--- src/hw/rtl/midpoint_round_rect_raster_unit_macros.svh ---
// ---------------------------------------------------------------------------
// Assertion macros for the midpoint round-rect raster unit.
// The macros expect signals named clk and rst_n in the module that uses them.
// ---------------------------------------------------------------------------
`ifndef MIDPOINT_ROUND_RECT_RASTER_UNIT_MACROS_SVH
`define MIDPOINT_ROUND_RECT_RASTER_UNIT_MACROS_SVH

// The consequent must hold in the same cycle as the antecedent.
`define MRR_ASSERT_IMPL(label, ante, cons) \
    label: assert property (@(posedge clk) disable iff (!rst_n) (ante) |-> (cons)) \
        else $error("same-cycle implication failed");

// The consequent must hold in the cycle after the antecedent.
`define MRR_ASSERT_NEXT(label, ante, cons) \
    label: assert property (@(posedge clk) disable iff (!rst_n) (ante) |=> (cons)) \
        else $error("next-cycle implication failed");

`endif

--- src/hw/rtl/mrr_pkg.sv ---
// ---------------------------------------------------------------------------
// mrr_pkg
// Shared types and constants of the midpoint round-rect raster unit.
// ---------------------------------------------------------------------------
package mrr_pkg;

    localparam int CFG_IDX_W  = 3;
    localparam int SIZE_W     = 15;
    localparam int SCALE_W    = 5;
    localparam int DIV_STEPS  = SIZE_W;
    localparam int COORD_BITS = 16;

    localparam logic [CFG_IDX_W-1:0] REG_WIN_LEFT   = 3'd0;
    localparam logic [CFG_IDX_W-1:0] REG_WIN_RIGHT  = 3'd1;
    localparam logic [CFG_IDX_W-1:0] REG_WIN_TOP    = 3'd2;
    localparam logic [CFG_IDX_W-1:0] REG_WIN_BOTTOM = 3'd3;
    localparam logic [CFG_IDX_W-1:0] REG_SCALE      = 3'd4;

    localparam logic KIND_START = 1'b0;

    typedef enum logic [1:0] {
        ELONG_ROUND,
        ELONG_WIDE,
        ELONG_TALL
    } elong_t;

    typedef enum logic [2:0] {
        ST_IDLE,
        ST_CHECK_WIN,
        ST_DIVIDE,
        ST_SETUP,
        ST_MUL,
        ST_EMIT,
        ST_UPDATE,
        ST_STATUS
    } state_t;

    typedef struct packed {
        logic       load_start;
        logic       div_init;
        logic       div_step;
        logic       setup;
        logic       mul;
        logic       emit;
        logic       emit_status;
        logic       update;
        logic       lines;
        logic       last;
        logic       fin;
        logic [2:0] idx;
    } cmd_t;

    typedef struct packed {
        logic reject;
        logic zero;
        logic round;
        logic four;
        logic final_step;
        logic busy;
        logic out_free;
    } sts_t;

endpackage

--- src/hw/rtl/mrr_ctrl.sv ---
// ---------------------------------------------------------------------------
// mrr_ctrl
// Sequencer: accepts items, runs the divider and steps through the results.
// ---------------------------------------------------------------------------
`include "midpoint_round_rect_raster_unit_macros.svh"

module mrr_ctrl
    import mrr_pkg::*;
(
    input  logic clk,
    input  logic rst_n,
    input  logic s_tvalid,
    output logic s_tready,
    input  logic kind,
    input  sts_t sts,
    output cmd_t cmd
);

    state_t     state_reg, state_next;
    logic [2:0] idx_reg, idx_next;
    logic       lines_reg, lines_next;
    logic       fin_reg, fin_next;
    logic [3:0] cnt_reg, cnt_next;
    logic [2:0] last_idx;
    logic       accept;

    assign accept   = s_tvalid && s_tready;
    assign last_idx = lines_reg ? 3'd1 : (sts.four ? 3'd3 : 3'd7);

    always_ff @(posedge clk or negedge rst_n)
    begin
        if (!rst_n)
        begin
            state_reg <= ST_IDLE;
            idx_reg   <= '0;
            lines_reg <= 1'b0;
            fin_reg   <= 1'b0;
            cnt_reg   <= '0;
        end
        else
        begin
            state_reg <= state_next;
            idx_reg   <= idx_next;
            lines_reg <= lines_next;
            fin_reg   <= fin_next;
            cnt_reg   <= cnt_next;
        end
    end

    // Next state and sequencing counters.
    always_comb
    begin
        state_next = state_reg;
        idx_next   = idx_reg;
        lines_next = lines_reg;
        fin_next   = fin_reg;
        cnt_next   = cnt_reg;
        unique case (state_reg)
            ST_IDLE:
            begin
                if (accept)
                begin
                    if (kind == KIND_START)
                    begin
                        state_next = ST_CHECK_WIN;
                    end
                    else if (sts.busy)
                    begin
                        state_next = ST_MUL;
                        idx_next   = '0;
                        lines_next = 1'b0;
                    end
                    else
                    begin
                        state_next = ST_STATUS;
                        fin_next   = 1'b1;
                    end
                end
            end
            ST_CHECK_WIN:
            begin
                if (sts.reject)
                begin
                    state_next = ST_STATUS;
                    fin_next   = 1'b1;
                end
                else
                begin
                    state_next = ST_DIVIDE;
                    cnt_next   = '0;
                end
            end
            ST_DIVIDE:
            begin
                if (cnt_reg == 4'(DIV_STEPS - 1))
                begin
                    state_next = ST_SETUP;
                end
                else
                begin
                    cnt_next = cnt_reg + 4'd1;
                end
            end
            ST_SETUP:
            begin
                if (sts.zero)
                begin
                    state_next = ST_STATUS;
                    fin_next   = 1'b1;
                end
                else if (sts.round)
                begin
                    state_next = ST_STATUS;
                    fin_next   = 1'b0;
                end
                else
                begin
                    state_next = ST_MUL;
                    idx_next   = '0;
                    lines_next = 1'b1;
                end
            end
            ST_MUL:
            begin
                state_next = ST_EMIT;
            end
            ST_EMIT:
            begin
                if (sts.out_free)
                begin
                    if (idx_reg == last_idx)
                    begin
                        state_next = lines_reg ? ST_IDLE : ST_UPDATE;
                    end
                    else
                    begin
                        idx_next   = idx_reg + 3'd1;
                        state_next = ST_MUL;
                    end
                end
            end
            ST_UPDATE:
            begin
                state_next = ST_IDLE;
            end
            ST_STATUS:
            begin
                if (sts.out_free)
                begin
                    state_next = ST_IDLE;
                end
            end
            default:
            begin
                state_next = ST_IDLE;
            end
        endcase
    end

    // Commands to the datapath.
    always_comb
    begin
        s_tready        = (state_reg == ST_IDLE);
        cmd             = '0;
        cmd.idx         = idx_reg;
        cmd.lines       = lines_reg;
        cmd.load_start  = accept && (kind == KIND_START);
        cmd.div_init    = (state_reg == ST_CHECK_WIN) && !sts.reject;
        cmd.div_step    = (state_reg == ST_DIVIDE);
        cmd.setup       = (state_reg == ST_SETUP) && !sts.zero;
        cmd.mul         = (state_reg == ST_MUL);
        cmd.emit        = (state_reg == ST_EMIT) && sts.out_free;
        cmd.emit_status = (state_reg == ST_STATUS) && sts.out_free;
        cmd.update      = (state_reg == ST_UPDATE);
        if (state_reg == ST_STATUS)
        begin
            cmd.last = 1'b1;
            cmd.fin  = fin_reg;
        end
        else
        begin
            cmd.last = (idx_reg == last_idx);
            cmd.fin  = !lines_reg && sts.final_step;
        end
    end

    `MRR_ASSERT_NEXT(a_accept_starts_work, s_tvalid && s_tready, state_reg != ST_IDLE)
    `MRR_ASSERT_IMPL(a_idx_in_range, state_reg == ST_MUL || state_reg == ST_EMIT, idx_reg <= last_idx)
    `MRR_ASSERT_NEXT(a_divide_begins, cmd.div_init, state_reg == ST_DIVIDE && cnt_reg == 4'd0)

endmodule

--- src/hw/rtl/mrr_datapath.sv ---
// ---------------------------------------------------------------------------
// mrr_datapath
// Window and scale registers, shape state, divider, offset scaling and the
// output register.
// ---------------------------------------------------------------------------
module mrr_datapath
    import mrr_pkg::*;
(
    input  logic                 clk,
    input  logic                 rst_n,
    input  logic                 cfg_valid,
    output logic                 cfg_ready,
    input  logic [CFG_IDX_W-1:0] cfg_index,
    input  logic [15:0]          cfg_data,
    input  logic [63:0]          s_tdata,
    output logic                 m_tvalid,
    input  logic                 m_tready,
    output logic [63:0]          m_tdata,
    output logic [1:0]           m_tuser,
    output logic                 m_tlast,
    input  cmd_t                 cmd,
    output sts_t                 sts
);

    localparam int WW = 34;

    logic signed [15:0] win_left_reg, win_right_reg, win_top_reg, win_bottom_reg;
    logic [SCALE_W-1:0] scale_reg;

    logic signed [15:0] cx_reg, cy_reg;
    logic               fill_reg;
    logic [SIZE_W-1:0]  xs_reg, ys_reg;
    logic [SIZE_W-1:0]  qx_reg, qy_reg;
    logic [5:0]         rx_reg, ry_reg;
    logic [SIZE_W-1:0]  stretch_reg;
    elong_t             elong_reg;
    logic signed [15:0] step_x_reg, step_y_reg;
    logic signed [19:0] err_reg, inc_u_reg, inc_v_reg;
    logic               busy_reg;
    logic signed [23:0] prod_reg [4];
    logic               out_valid_reg;
    logic [63:0]        out_data_reg;
    logic [1:0]         out_user_reg;
    logic               out_last_reg;

    logic [SCALE_W-1:0] eff_scale;
    logic signed [17:0] cx_e, cy_e, xs_e, ys_e;
    logic [SIZE_W-1:0]  rad, gap;
    logic signed [19:0] inc_u_next, inc_v_next, err_next;
    logic signed [15:0] step_x_next, step_y_next;
    logic signed [17:0] dx, dy, dd, ex, ey;
    logic signed [17:0] off [4];
    logic signed [23:0] prod_next [4];
    logic signed [WW-1:0] x0w, y0w, x1w, y1w;
    logic               vis;
    logic [6:0]         div_x, div_y;

    function automatic logic signed [WW-1:0] wrap(input logic signed [15:0] c,
                                                  input logic signed [23:0] p);
        logic signed [WW-1:0] e;
        e = WW'(c) + WW'(p);
        return (e <<< (WW - COORD_BITS)) >>> (WW - COORD_BITS);
    endfunction

    assign cfg_ready = 1'b1;
    assign eff_scale = (scale_reg == '0) ? SCALE_W'(1) : scale_reg;

    // Window rejection on the unscaled box.
    assign cx_e = 18'(cx_reg);
    assign cy_e = 18'(cy_reg);
    assign xs_e = 18'(xs_reg);
    assign ys_e = 18'(ys_reg);

    assign rad = (qx_reg < qy_reg) ? qx_reg : qy_reg;
    assign gap = (qx_reg > qy_reg) ? (qx_reg - qy_reg) : (qy_reg - qx_reg);

    // One restoring division step per lane.
    assign div_x = {rx_reg, qx_reg[SIZE_W-1]};
    assign div_y = {ry_reg, qy_reg[SIZE_W-1]};

    // Midpoint step.
    always_comb
    begin
        inc_u_next  = inc_u_reg + 20'sd2;
        step_x_next = step_x_reg + 16'sd1;
        if (err_reg < 0)
        begin
            inc_v_next  = inc_v_reg + 20'sd2;
            err_next    = err_reg + inc_u_next;
            step_y_next = step_y_reg;
        end
        else
        begin
            inc_v_next  = inc_v_reg + 20'sd4;
            err_next    = err_reg + inc_v_next;
            step_y_next = step_y_reg - 16'sd1;
        end
    end

    // Offsets of the current result, in raster steps from the centre.
    always_comb
    begin
        dx = 18'(step_x_reg);
        dy = 18'(step_y_reg);
        dd = 18'(stretch_reg);
        ex = '0;
        ey = '0;
        for (int i = 0; i < 4; i++)
        begin
            off[i] = '0;
        end
        if (cmd.lines)
        begin
            if (elong_reg == ELONG_WIDE)
            begin
                off[0] = -dd;
                off[2] = dd;
                off[1] = cmd.idx[0] ? dy : -dy;
                off[3] = off[1];
            end
            else
            begin
                off[0] = cmd.idx[0] ? dy : -dy;
                off[2] = off[0];
                off[1] = -dd;
                off[3] = dd;
            end
        end
        else if (fill_reg)
        begin
            if (elong_reg == ELONG_WIDE)
            begin
                ex = cmd.idx[2] ? dd : -dd;
            end
            else if (elong_reg == ELONG_TALL)
            begin
                ey = cmd.idx[2] ? dd : -dd;
            end
            case (cmd.idx[1:0])
                2'd0:
                begin
                    off[0] = ex - dx; off[2] = ex + dx;
                    off[1] = ey - dy; off[3] = ey - dy;
                end
                2'd1:
                begin
                    off[0] = ex - dx; off[2] = ex + dx;
                    off[1] = ey + dy; off[3] = ey + dy;
                end
                2'd2:
                begin
                    off[0] = ex - dy; off[2] = ex + dy;
                    off[1] = ey - dx; off[3] = ey - dx;
                end
                default:
                begin
                    off[0] = ex - dy; off[2] = ex + dy;
                    off[1] = ey + dx; off[3] = ey + dx;
                end
            endcase
        end
        else
        begin
            if (elong_reg == ELONG_TALL)
            begin
                // Tall shapes go left/right first, then top/bottom halves.
                off[0] = cmd.idx[1] ? (cmd.idx[0] ? dy : dx) : (cmd.idx[0] ? -dy : -dx);
                off[1] = cmd.idx[0] ? dx + dd : dy + dd;
                if (!cmd.idx[2])
                begin
                    off[1] = -off[1];
                end
            end
            else
            begin
                off[0] = cmd.idx[0] ? dy : dx;
                off[1] = cmd.idx[0] ? dx : dy;
                if (elong_reg == ELONG_WIDE)
                begin
                    off[0] = off[0] + dd;
                end
                if (!cmd.idx[2])
                begin
                    off[0] = -off[0];
                end
                if (!cmd.idx[1])
                begin
                    off[1] = -off[1];
                end
            end
            off[2] = off[0];
            off[3] = off[1];
        end
        for (int i = 0; i < 4; i++)
        begin
            prod_next[i] = 24'(off[i]) * 24'(signed'({1'b0, eff_scale}));
        end
    end

    assign x0w = wrap(cx_reg, prod_reg[0]);
    assign y0w = wrap(cy_reg, prod_reg[1]);
    assign x1w = wrap(cx_reg, prod_reg[2]);
    assign y1w = wrap(cy_reg, prod_reg[3]);
    assign vis = cmd.lines || fill_reg ||
                 (x0w >= WW'(win_left_reg) && x0w <= WW'(win_right_reg) &&
                  y0w >= WW'(win_top_reg) && y0w <= WW'(win_bottom_reg));

    always_comb
    begin
        sts.reject = (cx_e - xs_e > 18'(win_right_reg)) ||
                     (cx_e + xs_e < 18'(win_left_reg)) ||
                     (cy_e - ys_e > 18'(win_bottom_reg)) ||
                     (cy_e + ys_e < 18'(win_top_reg));
        sts.zero       = (qx_reg == '0) || (qy_reg == '0);
        sts.round      = (qx_reg == qy_reg);
        sts.four       = fill_reg && (elong_reg == ELONG_ROUND);
        sts.final_step = step_x_next > step_y_next;
        sts.busy       = busy_reg;
        sts.out_free   = !out_valid_reg || m_tready;
    end

    // Configuration registers.
    always_ff @(posedge clk or negedge rst_n)
    begin
        if (!rst_n)
        begin
            win_left_reg   <= 16'sd0;
            win_right_reg  <= 16'sd32767;
            win_top_reg    <= 16'sd0;
            win_bottom_reg <= 16'sd32767;
            scale_reg      <= SCALE_W'(1);
        end
        else if (cfg_valid && cfg_ready)
        begin
            case (cfg_index)
                REG_WIN_LEFT:   win_left_reg   <= cfg_data;
                REG_WIN_RIGHT:  win_right_reg  <= cfg_data;
                REG_WIN_TOP:    win_top_reg    <= cfg_data;
                REG_WIN_BOTTOM: win_bottom_reg <= cfg_data;
                REG_SCALE:      scale_reg      <= cfg_data[SCALE_W-1:0];
                default:        ;
            endcase
        end
    end

    // Shape state.
    always_ff @(posedge clk or negedge rst_n)
    begin
        if (!rst_n)
        begin
            cx_reg      <= '0;
            cy_reg      <= '0;
            fill_reg    <= 1'b0;
            stretch_reg <= '0;
            elong_reg   <= ELONG_ROUND;
            step_x_reg  <= '0;
            step_y_reg  <= '0;
            err_reg     <= '0;
            inc_u_reg   <= '0;
            inc_v_reg   <= '0;
            busy_reg    <= 1'b0;
        end
        else
        begin
            if (cmd.load_start)
            begin
                cx_reg   <= s_tdata[15:0];
                cy_reg   <= s_tdata[31:16];
                fill_reg <= s_tdata[62];
                busy_reg <= 1'b0;
            end
            if (cmd.setup)
            begin
                stretch_reg <= gap;
                elong_reg   <= (qx_reg == qy_reg) ? ELONG_ROUND :
                               ((qx_reg > qy_reg) ? ELONG_WIDE : ELONG_TALL);
                step_x_reg  <= '0;
                step_y_reg  <= 16'(rad);
                err_reg     <= 20'sd1 - 20'(rad);
                inc_u_reg   <= 20'sd1;
                inc_v_reg   <= 20'sd1 - (20'(rad) <<< 1);
                busy_reg    <= 1'b1;
            end
            if (cmd.update)
            begin
                step_x_reg <= step_x_next;
                step_y_reg <= step_y_next;
                err_reg    <= err_next;
                inc_u_reg  <= inc_u_next;
                inc_v_reg  <= inc_v_next;
                if (step_x_next > step_y_next)
                begin
                    busy_reg <= 1'b0;
                end
            end
        end
    end

    // Divider lanes and products; payload only.
    always_ff @(posedge clk)
    begin
        if (cmd.load_start)
        begin
            xs_reg <= s_tdata[46:32];
            ys_reg <= s_tdata[61:47];
        end
        if (cmd.div_init)
        begin
            qx_reg <= xs_reg;
            qy_reg <= ys_reg;
            rx_reg <= '0;
            ry_reg <= '0;
        end
        else if (cmd.div_step)
        begin
            if (div_x >= 7'(eff_scale))
            begin
                rx_reg <= 6'(div_x - 7'(eff_scale));
                qx_reg <= {qx_reg[SIZE_W-2:0], 1'b1};
            end
            else
            begin
                rx_reg <= div_x[5:0];
                qx_reg <= {qx_reg[SIZE_W-2:0], 1'b0};
            end
            if (div_y >= 7'(eff_scale))
            begin
                ry_reg <= 6'(div_y - 7'(eff_scale));
                qy_reg <= {qy_reg[SIZE_W-2:0], 1'b1};
            end
            else
            begin
                ry_reg <= div_y[5:0];
                qy_reg <= {qy_reg[SIZE_W-2:0], 1'b0};
            end
        end
        if (cmd.mul)
        begin
            for (int i = 0; i < 4; i++)
            begin
                prod_reg[i] <= prod_next[i];
            end
        end
    end

    // Output register.
    always_ff @(posedge clk or negedge rst_n)
    begin
        if (!rst_n)
        begin
            out_valid_reg <= 1'b0;
        end
        else if (cmd.emit || cmd.emit_status)
        begin
            out_valid_reg <= 1'b1;
        end
        else if (m_tready)
        begin
            out_valid_reg <= 1'b0;
        end
    end

    always_ff @(posedge clk)
    begin
        if (cmd.emit)
        begin
            out_data_reg <= {y1w[15:0], x1w[15:0], y0w[15:0], x0w[15:0]};
            out_user_reg <= {cmd.fin, vis};
            out_last_reg <= cmd.last;
        end
        else if (cmd.emit_status)
        begin
            out_data_reg <= '0;
            out_user_reg <= {cmd.fin, 1'b0};
            out_last_reg <= 1'b1;
        end
    end

    assign m_tvalid = out_valid_reg;
    assign m_tdata  = out_data_reg;
    assign m_tuser  = out_user_reg;
    assign m_tlast  = out_last_reg;

endmodule

--- src/hw/rtl/midpoint_round_rect_raster_unit.sv ---
// ---------------------------------------------------------------------------
// midpoint_round_rect_raster_unit
// Midpoint rasterizer for circles and stadium-shaped rounded rectangles.
// ---------------------------------------------------------------------------
// A start transfer (tuser 0) latches the centre, checks the unscaled box
// against the clip window, then divides both half sizes by the scale in two
// restoring divider lanes that run side by side; it ends with a single
// status result (round shape, rejected shape, or zero size) or with the two
// straight edge lines of an elongated shape. A step transfer (tuser 1)
// advances the midpoint walk by one step and gives eight octant points, or
// four or eight horizontal spans in fill mode; with no shape under way it
// gives a finished status result instead. Each result passes through the
// scale multipliers and then the centre adders and window compare. One item
// is worked on at a time; the next transfer is taken once the last result
// sits in the output register (and, for a step, the walk has been updated),
// even while that result waits for the sink. Window and scale registers may
// be written at any time the unit is idle; the write channel is always ready.
// ---------------------------------------------------------------------------
module midpoint_round_rect_raster_unit
    import mrr_pkg::*;
(
    input  logic                 clk,
    input  logic                 rst_n,
    // Register write channel.
    input  logic                 cfg_valid,
    output logic                 cfg_ready,
    input  logic [CFG_IDX_W-1:0] cfg_index,
    input  logic [15:0]          cfg_data,
    // Item input stream.
    input  logic                 s_tvalid,
    output logic                 s_tready,
    input  logic [63:0]          s_tdata,   // center_x, center_y, size_x, size_y, fill_mode, pad
    input  logic                 s_tuser,   // kind
    // Result output stream.
    output logic                 m_tvalid,
    input  logic                 m_tready,
    output logic [63:0]          m_tdata,   // seg_x0, seg_y0, seg_x1, seg_y1
    output logic [1:0]           m_tuser,   // visible, finished
    output logic                 m_tlast    // last
);

    cmd_t cmd;
    sts_t sts;

    // The sequencer owns the input handshake and tells the datapath what to
    // do each cycle; the datapath reports window, divider and walk status.
    mrr_ctrl u_ctrl (
        .clk      (clk),
        .rst_n    (rst_n),
        .s_tvalid (s_tvalid),
        .s_tready (s_tready),
        .kind     (s_tuser),
        .sts      (sts),
        .cmd      (cmd)
    );

    mrr_datapath u_datapath (
        .clk       (clk),
        .rst_n     (rst_n),
        .cfg_valid (cfg_valid),
        .cfg_ready (cfg_ready),
        .cfg_index (cfg_index),
        .cfg_data  (cfg_data),
        .s_tdata   (s_tdata),
        .m_tvalid  (m_tvalid),
        .m_tready  (m_tready),
        .m_tdata   (m_tdata),
        .m_tuser   (m_tuser),
        .m_tlast   (m_tlast),
        .cmd       (cmd),
        .sts       (sts)
    );

endmodule

--- config.mk ---
export PLATFORM = sky130hd
export DESIGN_NAME = midpoint_round_rect_raster_unit
export DESIGN_NICKNAME = d
export VERILOG_FILES = /design/src/hw/rtl/mrr_pkg.sv /design/src/hw/rtl/mrr_ctrl.sv /design/src/hw/rtl/mrr_datapath.sv /design/src/hw/rtl/midpoint_round_rect_raster_unit.sv
export VERILOG_INCLUDE_DIRS = /design/src /design/src/hw/rtl
export SDC_FILE = /design/constraint.sdc
export NUM_CORES = 2
export LEC_CHECK = 0
export BUFFER_PORTS_ARGS = -buffer_cell sky130_fd_sc_hd__buf_2
export CAP_MARGIN = 20
export CORE_UTILIZATION = 60
export DETAILED_ROUTE_END_ITERATION = 10
export GPL_ROUTABILITY_DRIVEN = 0
export PLACE_DENSITY = 0.77
export SETUP_SLACK_MARGIN = 0.15
export SLEW_MARGIN = 20
export SYNTH_ARGS = -nofsm -noshare
export SYNTH_HDL_FRONTEND = slang
export SYNTH_SLANG_ARGS = --single-unit
export TNS_END_PERCENT = 30
--- constraint.sdc ---
create_clock -name clk -period 20.7 [get_ports clk]
set_input_delay 2.07 -clock clk [delete_from_list [all_inputs] [get_ports clk]]
set_output_delay 2.07 -clock clk [all_outputs]
set_load 0.02 [all_outputs]
==> metrics <==
Data arrival, critical path=between 10 and 15 ns; Hold Violations, Final=0; f_max=97.9 MHz; maximum root-to-sink buffer count=3; Net Count, Synth=between 6000 and 7000; Ports=~160; CTS Root Cell=clkbuf_16; Post-synth ARST share=53.0%; setup bufs post-CTS=0; 1st-iter DRT viols=4161; clk sinks=about 420; Max FO, Critical Path=63; commonest non-fill, non-tap cells in the layout=ha_1, nor2_1, nand2_1; vias in the first global route=just under 40000; Final Slew Violations=0; area delta synth->final=6.81%; detailed placement HPWL=105 mm; Final Cycle Share=between 40 and 50%; status=complete, no violations; gate count after technology mapping=5573; # setup viols final=0; Post-Synth Adder-Cell Area=21.1%; most common cell after layout, fill and taps aside=ha_1; Post-Synth XOR/XNOR Area=8.90%; total placed cells including tap cells=approximately 6500; Unique masters post-synth=104; pre-CTS setup slack=10.81 ns; Core Box Area=76200 um2; synthesized area per cell=8.31 um2; setup ws final=10.49 ns; Worst Setup Start Kind=flop; fin crit period=10.21 ns; register area share after synthesis=roughly 25%; Synth Area in Compound Gates=between 10% and 20%; first-pass GRT wire length=213 mm; CTS Hold Bufs=0; Die Area=78300 um2; worst hold path class=reg -> reg; cell row count=101; Die Span Y=280 um; Clock Latency Late Sink=approximately 0.64 ns; Routed Antenna Nets=0; #FFs+latches synth=around 420; CTS tree=built; Die X=roughly 280 um; Overflow after GRT=0; DR WL/cell=20.6 um; H-tree depth=2; WL final=136 mm; drt first pass iters=7; main flop type after synthesis=dfrtp_1; total CTS buffers=48; worst stage delay on the critical path=0.89 ns; initial antenna violation count=1; Resized cells post-CTS=0; TNS Setup=0 ns; clk_skew=0.0827 ns; non-filler cells in the finished layout=6625; largest net degree at the start of global routing=121; DRC violation count after routing=0; # fillers=6321; Slew headroom=approximately 16%; IO buf count=around 160; Vias=40800; Initial Util=60.8%; Vias per Instance=6.16; Required @ worst endpoint=around 21 ns; Crit. End Element=flop; nets=around 6300; layout cells sized above 1=8.24%; number of enable flip-flop cells after synthesis=about 190; worst-margin pin slew=1.25 ns; post-synthesis mux area share=2.49%; Setup CP Type=reg -> reg; RSZ-0062 raised after global routing=false; Synth Area in Simple Gates=roughly 18%; Slowest-stage cell, CP=ha_1; maxcap violations=0; Post-Syn Area=around 46000 um2; GR Util All Layers=34.5%; largest family of logic cells by synthesized area=adder cells; synth warn=0; clock-pin slew on the worst setup and hold paths=0.06 ns
## synth_stat cells, types with 52 or more instances
cell type | n | area share, %
a21o_1 | 100 | 1.6
a21oi_1 | 402 | 4.3
a31oi_1 | 53 | 0.72
and2_1 | 132 | 1.8
and3_1 | 60 | 0.81
clkbuf_1 | 230 | 1.9
dfrtp_1 | 193 | 10
edfxtp_1 | 187 | 12
fa_1 | 158 | 6.8
ha_1 | 529 | 14
inv_1 | 504 | 4.1
mux2_2 | 56 | 1.4
mux2i_1 | 52 | 1.1
nand2_1 | 514 | 4.2
nand2b_1 | 68 | 0.92
nand3_1 | 77 | 0.83
nor2_1 | 519 | 4.2
nor2b_1 | 56 | 0.76
nor3_1 | 116 | 1.3
o21a_1 | 70 | 1.1
o21ai_0 | 363 | 3.9
o21bai_1 | 71 | 1.2
xnor2_1 | 302 | 5.7
xor2_1 | 150 | 2.8
## worst paths after layout
path / startpoint / to / slack [ns] / cells past startpoint
hold reg to reg: u_datapath.inc_u_reg[0] / u_datapath.inc_u_reg[0] / 0.47 / 1
setup reg to reg: u_ctrl.idx_reg[0] / u_datapath.prod_reg[1][15] / 10.49 / 31
min in group asynchronous: rst_n / u_datapath.inc_u_reg[15] / 1.49 / 1
setup / recovery: u_ctrl.idx_reg[0] / u_datapath.prod_reg[1][15] / 10.49 / 31
max in group asynchronous: rst_n / u_datapath.cy_reg[10] / 17.82 / 2
hold / removal: u_datapath.inc_u_reg[0] / u_datapath.inc_u_reg[0] / 0.47 / 1
## worst max-delay path, delay by kind of cell (launching register included)
kind,cells,cell delay (ns)
AO/OA/AOI/OAI,12,2.93
XOR/XNOR,4,0.92
adder cells (fa/ha/maj),7,3.36
buffers and inverters,4,1.07
flip-flops,1,0.76
AND/OR/NAND/NOR,4,0.80
## cell type report
type	instances	area (um2)	share of cell area, %
antenna	2	5.00	0.0101
clock inverter	28	338	0.683
inverter	506	1900	3.84
timing repair buffer	218	1270	2.57
sequential	423	11500	23.3
tap	1030	1290	2.61
clock buffer	62	1310	2.64
multi-input combinational	4356	31900	64.4
## per-stage QoR
step	instance area (um2)	hold WS, ns	util [%]
after floorplan	46300	0.433	-
after global placement	47800	0.462	62.7
after detailed placement	47800	0.458	62.7
after CTS	49500	0.472	64.9
after global routing	49500	0.517	64.9
final	49500	0.469	64.9
## cells by family after synthesis
| group | Yosys count |
|---|---|
| buffers and inverters | 794 |
| adders and majority gates | 687 |
| muxes | 108 |
| AOI/OAI and AO/OA | 1373 |
| xor gates and xnor gates | 460 |
| and+or+nand+nor | 1727 |
| other | 1 |
| DFF | 423 |
## per-layer routing
metal  up-vias  track usage [%]  wire, um
met2      1879             55.3     61500
met3       381             5.44     12400
met1     19300             44.9     54700
met4         0             18.2      7750
met5         -                0         0
li1      19200                -         -
Power is left out: the tool's default activity adds up to more than one toggle a clock period on the data nets, which glitch-free logic cannot reach.
